<file path="src/rtl/fcc_pkg.sv">
`timescale 1ns / 1ps
// shared types, status codes and crc constants for the frame crc-16 checker
// no dependencies; used by every module of the block and by its checker

package fcc_pkg;

    // crc-16 parameters: poly 0x1021, init 0xffff, msb first, no final xor
    localparam logic [15:0] CRC_POLY = 16'h1021;
    localparam logic [15:0] CRC_INIT = 16'hFFFF;

    // check status codes
    localparam logic [1:0] STATUS_OK       = 2'd0;
    localparam logic [1:0] STATUS_MISMATCH = 2'd1;
    localparam logic [1:0] STATUS_SHORT    = 2'd2;

    // held byte count, 0..2
    localparam logic [1:0] HELD_FULL = 2'd2;

    // input item
    typedef struct packed {
        logic [7:0] data_byte;
        logic       frame_last;
    } in_item_t;

    // result item
    typedef struct packed {
        logic [1:0]  check_status;
        logic [15:0] computed_crc;
        logic [15:0] received_crc;
    } result_t;

    // one byte through the crc, msb first
    function automatic logic [15:0] crc_feed(input logic [15:0] crc, input logic [7:0] b);
        logic [15:0] c;
        logic        fb;
        c = crc;
        for (int k = 7; k >= 0; k--)
        begin
            fb = c[15] ^ b[k];
            c  = {c[14:0], 1'b0};
            if (fb)
            begin
                c = c ^ CRC_POLY;
            end
        end
        return c;
    endfunction

endpackage

</file>
<file path="src/rtl/fcc_frame_core.sv">
`timescale 1ns / 1ps
// frame state, crc byte update, check and result register
// depends on fcc_pkg for types, constants and the crc byte function

module fcc_frame_core (
    input  logic              clk,
    input  logic              rst_n,
    input  logic              stage_valid,
    input  fcc_pkg::in_item_t stage_item,
    output logic              stage_go,
    output logic              result_valid,
    input  logic              result_ready,
    output fcc_pkg::result_t  result
);

    logic [15:0]      crc_reg;
    logic [15:0]      crc_next;
    logic [7:0]       held0_reg;
    logic [7:0]       held0_next;
    logic [7:0]       held1_reg;
    logic [7:0]       held1_next;
    logic [1:0]       count_reg;
    logic [1:0]       count_next;
    logic             res_valid_reg;
    logic             res_valid_next;
    fcc_pkg::result_t res_reg;
    fcc_pkg::result_t res_next;
    logic             out_free;
    logic [15:0]      crc_fed;
    logic [15:0]      rx_crc;

    // a last byte needs room in the result register, others always move on
    assign out_free = !res_valid_reg || result_ready;
    assign stage_go = stage_valid && (!stage_item.frame_last || out_free);

    // oldest held byte enters the crc once two are held
    assign crc_fed = (count_reg == fcc_pkg::HELD_FULL) ?
                     fcc_pkg::crc_feed(crc_reg, held0_reg) : crc_reg;
    assign rx_crc  = {held1_reg, stage_item.data_byte};

    // next state and result
    always_comb
    begin
        crc_next       = crc_reg;
        held0_next     = held0_reg;
        held1_next     = held1_reg;
        count_next     = count_reg;
        res_next       = res_reg;
        res_valid_next = res_valid_reg;
        if (result_ready)
        begin
            res_valid_next = 1'b0;
        end
        if (stage_go)
        begin
            if (!stage_item.frame_last)
            begin
                crc_next   = crc_fed;
                held0_next = held1_reg;
                held1_next = stage_item.data_byte;
                if (count_reg != fcc_pkg::HELD_FULL)
                begin
                    count_next = count_reg + 2'd1;
                end
            end
            else
            begin
                res_valid_next = 1'b1;
                if (count_reg == 2'd0)
                begin
                    res_next.check_status = fcc_pkg::STATUS_SHORT;
                    res_next.computed_crc = fcc_pkg::CRC_INIT;
                    res_next.received_crc = 16'd0;
                end
                else
                begin
                    res_next.check_status = (rx_crc == crc_fed) ?
                                            fcc_pkg::STATUS_OK : fcc_pkg::STATUS_MISMATCH;
                    res_next.computed_crc = crc_fed;
                    res_next.received_crc = rx_crc;
                end
                // back to the start of a frame
                crc_next   = fcc_pkg::CRC_INIT;
                held0_next = 8'd0;
                held1_next = 8'd0;
                count_next = 2'd0;
            end
        end
    end

    // frame state and result flag
    always_ff @(posedge clk or negedge rst_n)
    begin
        if (!rst_n)
        begin
            crc_reg       <= fcc_pkg::CRC_INIT;
            held0_reg     <= 8'd0;
            held1_reg     <= 8'd0;
            count_reg     <= 2'd0;
            res_valid_reg <= 1'b0;
        end
        else
        begin
            crc_reg       <= crc_next;
            held0_reg     <= held0_next;
            held1_reg     <= held1_next;
            count_reg     <= count_next;
            res_valid_reg <= res_valid_next;
        end
    end

    // result payload
    always_ff @(posedge clk)
    begin
        res_reg <= res_next;
    end

    assign result_valid = res_valid_reg;
    assign result       = res_reg;

endmodule

</file>
<file path="config.mk">
export PLATFORM = sky130hd
export DESIGN_NAME = fcc_frame_core
export DESIGN_NICKNAME = d
export VERILOG_FILES = /design/src/rtl/fcc_pkg.sv /design/src/rtl/fcc_frame_core.sv
export SDC_FILE = /design/constraint.sdc
export NUM_CORES = 1
export LEC_CHECK = 0
export BUFFER_PORTS_ARGS = -buffer_cell sky130_fd_sc_hd__buf_2
export CAP_MARGIN = 10
export CORE_MARGIN = 4
export CORE_UTILIZATION = 30
export DETAILED_ROUTE_END_ITERATION = 10
export PLACE_DENSITY = 0.57
export REMOVE_ABC_BUFFERS = 1
export SLEW_MARGIN = 20
export SYNTH_ARGS = -nofsm -noshare
export SYNTH_HDL_FRONTEND = slang
export SYNTH_SLANG_ARGS = --single-unit
</file>
<file path="constraint.sdc">
create_clock -name clk -period 3.6 [get_ports clk]
set_clock_uncertainty 0.2 [all_clocks]
set_input_delay 0 -clock clk [delete_from_list [all_inputs] [get_ports clk]]
set_output_delay 0 -clock clk [all_outputs]
set_load 0.05 [all_outputs]
</file>
==> Word-level counts from Yosys, hierarchy flattened <==
Cells that the tools add are included.
{ "classes": {"addsub": 1, "eq_ne": 3, "mux": 18, "n_bitwise": 16, "n_reduce_logical": 9} }
{ "ops": {"columns": ["cell", "count"], "rows": [
  ["$mux W13", 8],
  ["$mux W16", 2],
  ["$not A3 Y3", 8],
  ["$eq A16 B16 Y1", 1],
  ["$mux W8", 2],
  ["$xor A1 B1 Y1", 8],
  ["$mux W1", 4],
  ["$mux W2", 2],
  ["$reduce_and A2 Y1", 2],
  ["$add A2 B1 Y2 const B", 1],
  ["$eq A2 B2 Y1 const B", 1],
  ["$logic_not A1 Y1", 2],
  ["$logic_not A2 Y1", 1],
  ["$logic_or A1 B1 Y1", 2],
  ["$ne A2 B2 Y1 const B", 1],
  ["$reduce_bool A2 Y1", 1],
  ["$logic_and A1 B1 Y1", 1]
]} }
{ "totals": {"register_bits": 69, "input_bits": 13, "output_inout_bits": 36, "wordCells": 55} }

==> Logic depth before layout (Yosys ltp) <==
{ "depth": {"word_depth": 19, "ltp_mapped": 8, "depth_no_buf": 8} }

==> Worst setup path after synthesis <==
Ideal clock, no wire load.
{ "synth_timing": {"path_type": "flip-flop to flip-flop", "start": "register res_valid_reg, in the netlist result_valid", "end": "register res_reg, in the netlist result[0], enable pin", "setup_ps": 425, "t_arrival_ps": 2230, "required_ps": 2975, "path_slack_ps": 745, "stages_incl_launch_ff": 3, "n_path_buf": 0, "synth_period_minus_slack_ps": 2855, "cell_sequence": "dfrtp_1 nor2b_1 nor2_1"} }
{ "synth_via": {"elab_chain_cells": 5} }
{ "synth_rtl": {"columns": ["item", "line_no", "rtl"], "rows": [
  ["start: declaration", "fcc_frame_core.sv:24", "logic res_valid_reg;"],
  ["start signal: assignment", "fcc_frame_core.sv:108", "res_valid_reg <= res_valid_next;"],
  ["$logic_not A1 Y1", "fcc_frame_core.sv:33", "assign out_free = !res_valid_reg || result_ready;"],
  ["$logic_or A1 B1 Y1", "fcc_frame_core.sv:33", null],
  ["$logic_or A1 B1 Y1", "fcc_frame_core.sv:34", "assign stage_go = stage_valid && (!stage_item.frame_last || out_free);"],
  ["$logic_and A1 B1 Y1", "fcc_frame_core.sv:34", null],
  ["$reduce_and A2 Y1 (no line)", null, null],
  ["end signal: assignment", "fcc_frame_core.sv:115", "res_reg <= res_next;"],
  ["end: declaration", "fcc_frame_core.sv:26", "fcc_pkg::result_t res_reg;"]
]} }
No other way between the ends.
A chain may end at the register's enable or synchronous reset.

==> Worst setup path after layout <==
{ "layout_timing": {"start": "register crc_reg[15]", "end": "register res_reg, in the netlist result[32], data pin"} }
{ "layout_via": {"elab_chain_cells": 13, "word_cells_on_any_way": 15, "cone_classes": "eq/ne: 1; mux: 10; bitwise: 4"} }
{ "layout_rtl": {"columns": ["item", "line_no", "rtl"], "rows": [
  ["start: declaration", "fcc_frame_core.sv:16", "logic [15:0] crc_reg;"],
  ["start signal: assignment", "fcc_frame_core.sv:96", "crc_reg <= fcc_pkg::CRC_INIT;"],
  ["start signal: assignment", "fcc_frame_core.sv:104", "crc_reg <= crc_next;"],
  ["$xor A1 B1 Y1", "fcc_pkg.sv:39", "fb = c[15] ^ b[k];"],
  ["$mux W13 (5 in series)", "fcc_pkg.sv:41", "if (fb)"],
  ["$not A3 Y3 (no line) or $mux W13 (tied branches)", null, null],
  ["$mux W13", "fcc_pkg.sv:41", null],
  ["$mux W13 or $not A3 Y3 (tied branches)", null, null],
  ["$mux W13", "fcc_pkg.sv:41", null],
  ["$mux W16 *", "fcc_frame_core.sv:37", "assign crc_fed = (count_reg == fcc_pkg::HELD_FULL) ?"],
  ["$eq A16 B16 Y1 *", "fcc_frame_core.sv:77", "res_next.check_status = (rx_crc == crc_fed) ?"],
  ["$mux W1 *", "fcc_frame_core.sv:77", null]
]} }
Mark *: on every way between the ends. The rest lies on a longest branch, timed or not.

==> reports/results.tsv <==
metric	value	unit
Period Utilization, post-route	0.7352	
clk buf depth	2	
power per cell area	711.3	nW/µm²
WL met2	3654	µm
sequential-to-total area share from yosys stat	0.5509	
cell-internal power	2.056	mW
core area	11370	µm²
Startpoint Class	flip-flop	
clk_lat worst skew	0.33	ns
clk sinks	69	
Critical Path Fanout Max	8	
switching power total	1.031	mW
share of layout cells above drive strength 1	0.2802	
final WL	7990	µm
hold buffers post-CTS	13	
Pwr Total	3.087	mW
most frequent cells in the layout	48 x buf_2, 34 x edfxtp_1, 20 x xnor2_1	
hpwl dp	5406	µm
Req. time, crit path	3.45	ns
Slew @ Worst Pin	1.024	ns
# fillers	1098	
residual DRC count	0	
drt wl/cell	16.58	µm
vias in the first global route	2373	
Die Span Y	115.7	µm
Mapped Area	3480	µm²
number of flip-flops in the largest register	34	
Reg clk slew, reported paths	0.06	ns
largest net degree at the start of global routing	36	
initial DRC count	135	
Non-Filler Instances	482	
Final setup viols	0	
Min Hold Slack	0.1082	ns
Via density	4.759	
Die X	115.7	µm
Area Growth Syn to Fin	24.70	%
H-tree Lvls	3	
CP Cell Sequence	xnor2_2 -> xor3_1 -> mux2i_1 -> xnor2_1 -> a2111oi_0 -> a41oi_1	
post-cts resize count	0	
most area-consuming cells after synthesis	edfxtp_1 29%, dfrtp_1 14%, dfstp_2 12%	
DP Cell Count	453	
Overflow after GRT	0	
Multi-input gate area	1479	µm²
Top Metal Used	met4	
synth warn	0	
Unique masters post-synth	43	
Pleak	1.703	nW
via count	2294	
routed wl met3	402	µm
Final Net Count	349	
Logic pwr share	0.349	
Yosys top cell area share	0.2934	
minimum clock period	2.647	ns
Clock power frac	0.302	
most common cell after layout, fill and taps aside	buf_2	
Mapped Cells	269	
register area	1917	µm²
largest area contributor in the netlist	edfxtp_1	
PortBufs	48	
Arrival @ worst endpoint	2.50	ns
total CTS buffers	9	
fin worst setup slack	0.9532	ns
CTS tree	done	
first-pass GRT wire length	13110	µm
number of inserted diodes	0	
Crit Path Category	reg -> reg	
Die Footprint	13390	µm²
CP max stage delay	0.64	ns
wire length on met1	3789	µm
Seq cells post-synth	69	
Synth async-reset ratio	0.5072	
Overall Global Routing Usage	0.1307	
peak supply drop	0.2685	mV
RSZ-0062 raised after global routing	no	
Rel. slew slack	0.3155	
Hold Path Class	in -> async	
CP endpoint kind	flip-flop	
Setup WS pre-CTS	0.9364	ns
row count	39	
antenna violations before repair	0	
max-cap violations	0	
fmax	377.8	MHz
sw frac	0.3340	
Setup TNS Final	0	ns
Synth Flop Type	edfxtp_1	
sequential power share	0.349	
Post-synth EDFFs	34	
Slowest cell on crit path	dfstp_2	
Placer Congestion	0.8549	
Slew Limit Fails	0	
Final ANT Viol Nets	0	
Root Driver	clkbuf_16	
setup bufs post-CTS	0	
IO Pins	49	
Fin. Hold Viols	0	
Post-Syn Area per Cell	12.94	µm²
starting density of the core	0.3060	
Initial DRT Pass Iterations	4	
outcome	completed	
## logic make-up (layout without fill, tap and decap cells)
| family | after synthesis | after routing | synth area share |
|---|---|---|---|
| DFF | 69 | 69 | 0.5509 |
| adders and majority gates | 2 | 2 | 0.007191 |
| xor gates and xnor gates | 48 | 48 | 0.1676 |
| AOI/OAI and AO/OA | 62 | 62 | 0.1474 |
| and+or+nand+nor | 59 | 59 | 0.08306 |
| buffers and inverters | 23 | 93 | 0.02625 |
| muxes | 6 | 6 | 0.01762 |
## through the flow
stage | util | area, µm²
2_1_floorplan | - | 3422
3_3_place_gp | 0.3431 | 3901
3_5_place_dp | 0.3431 | 3901
4_1_cts | 0.3816 | 4339
5_1_grt | 0.3816 | 4339
6_report | 0.3816 | 4339
## Yosys cell counts, drive strengths merged, types with 2 or more instances
cell,instances
edfxtp,34
xnor2,22
nor2,20
dfrtp,19
nor2b,17
xor2,17
a22o,16
dfstp,16
o22a,13
nand2,12
clkbuf,10
inv,9
nand2b,9
a21oi,5
mux2i,5
xnor3,5
a2111oi,4
a31oi,4
buf,4
o21bai,4
xor3,4
a211o,3
a32o,2
a41oi,2
ha,2
## routing by layer
metal / global-route usage / vias to the layer above
met2: 0.2010 / 51
met3: 0.03655 / 12
li1: - / 1111
met4: 0.04563 / 0
met5: 0 / -
met1: 0.1783 / 1120
## area by class of cell
| cell class | count | area share |
|---|---|---|
| inverters | 9 | 0.007785 |
| well taps | 143 | 0.04123 |
| clock inverters | 5 | 0.01730 |
| flip-flops and latches | 69 | 0.4418 |
| clock buffers | 11 | 0.05363 |
| repair buffers | 68 | 0.09746 |
| multi-input cells | 177 | 0.3408 |
## final timing paths
| path | start | end | slack [ns] | cells past startpoint |
|---|---|---|---|---|
| max | crc_reg[15]$_DFFE_PN1P_ | result[32]$_SDFFCE_PN0P_ | 0.95 | 6 |
| min | rst_n | held1_reg[4]$_DFFE_PN0P_ | 0.11 | 2 |
| max reg2reg | crc_reg[15]$_DFFE_PN1P_ | result[32]$_SDFFCE_PN0P_ | 0.95 | 6 |
| min reg2reg | count_reg[1]$_DFFE_PN0P_ | count_reg[1]$_DFFE_PN0P_ | 0.32 | 1 |
| max in group asynchronous | rst_n | held0_reg[3]$_DFFE_PN0P_ | 2.58 | 2 |
| min in group clk | result_ready | held0_reg[7]$_DFFE_PN0P_ | 0.23 | 6 |
## power groups by stage
| stage | sequential (mW) | combinational (mW) | clock, mW |
|---|---|---|---|
| final | 1.08 | 1.08 | 0.932 |
| after global routing | 1.09 | 1.18 | 0.990 |
| after CTS | 1.08 | 1.09 | 0.944 |
| after detailed placement | 1.09 | 1.07 | 0 |
| after global placement | 1.09 | 1.06 | 0 |
| after floorplan | 1.18 | 0.698 | 0 |
## critical path: cells and delay by family, from the launching register on
kind,cells,cell delay (ns)
AO/OA/AOI/OAI,2,0.55
XOR/XNOR,3,0.73
flip-flops,1,0.64
multiplexers,1,0.25
Power figures use the tool's default switching activity.
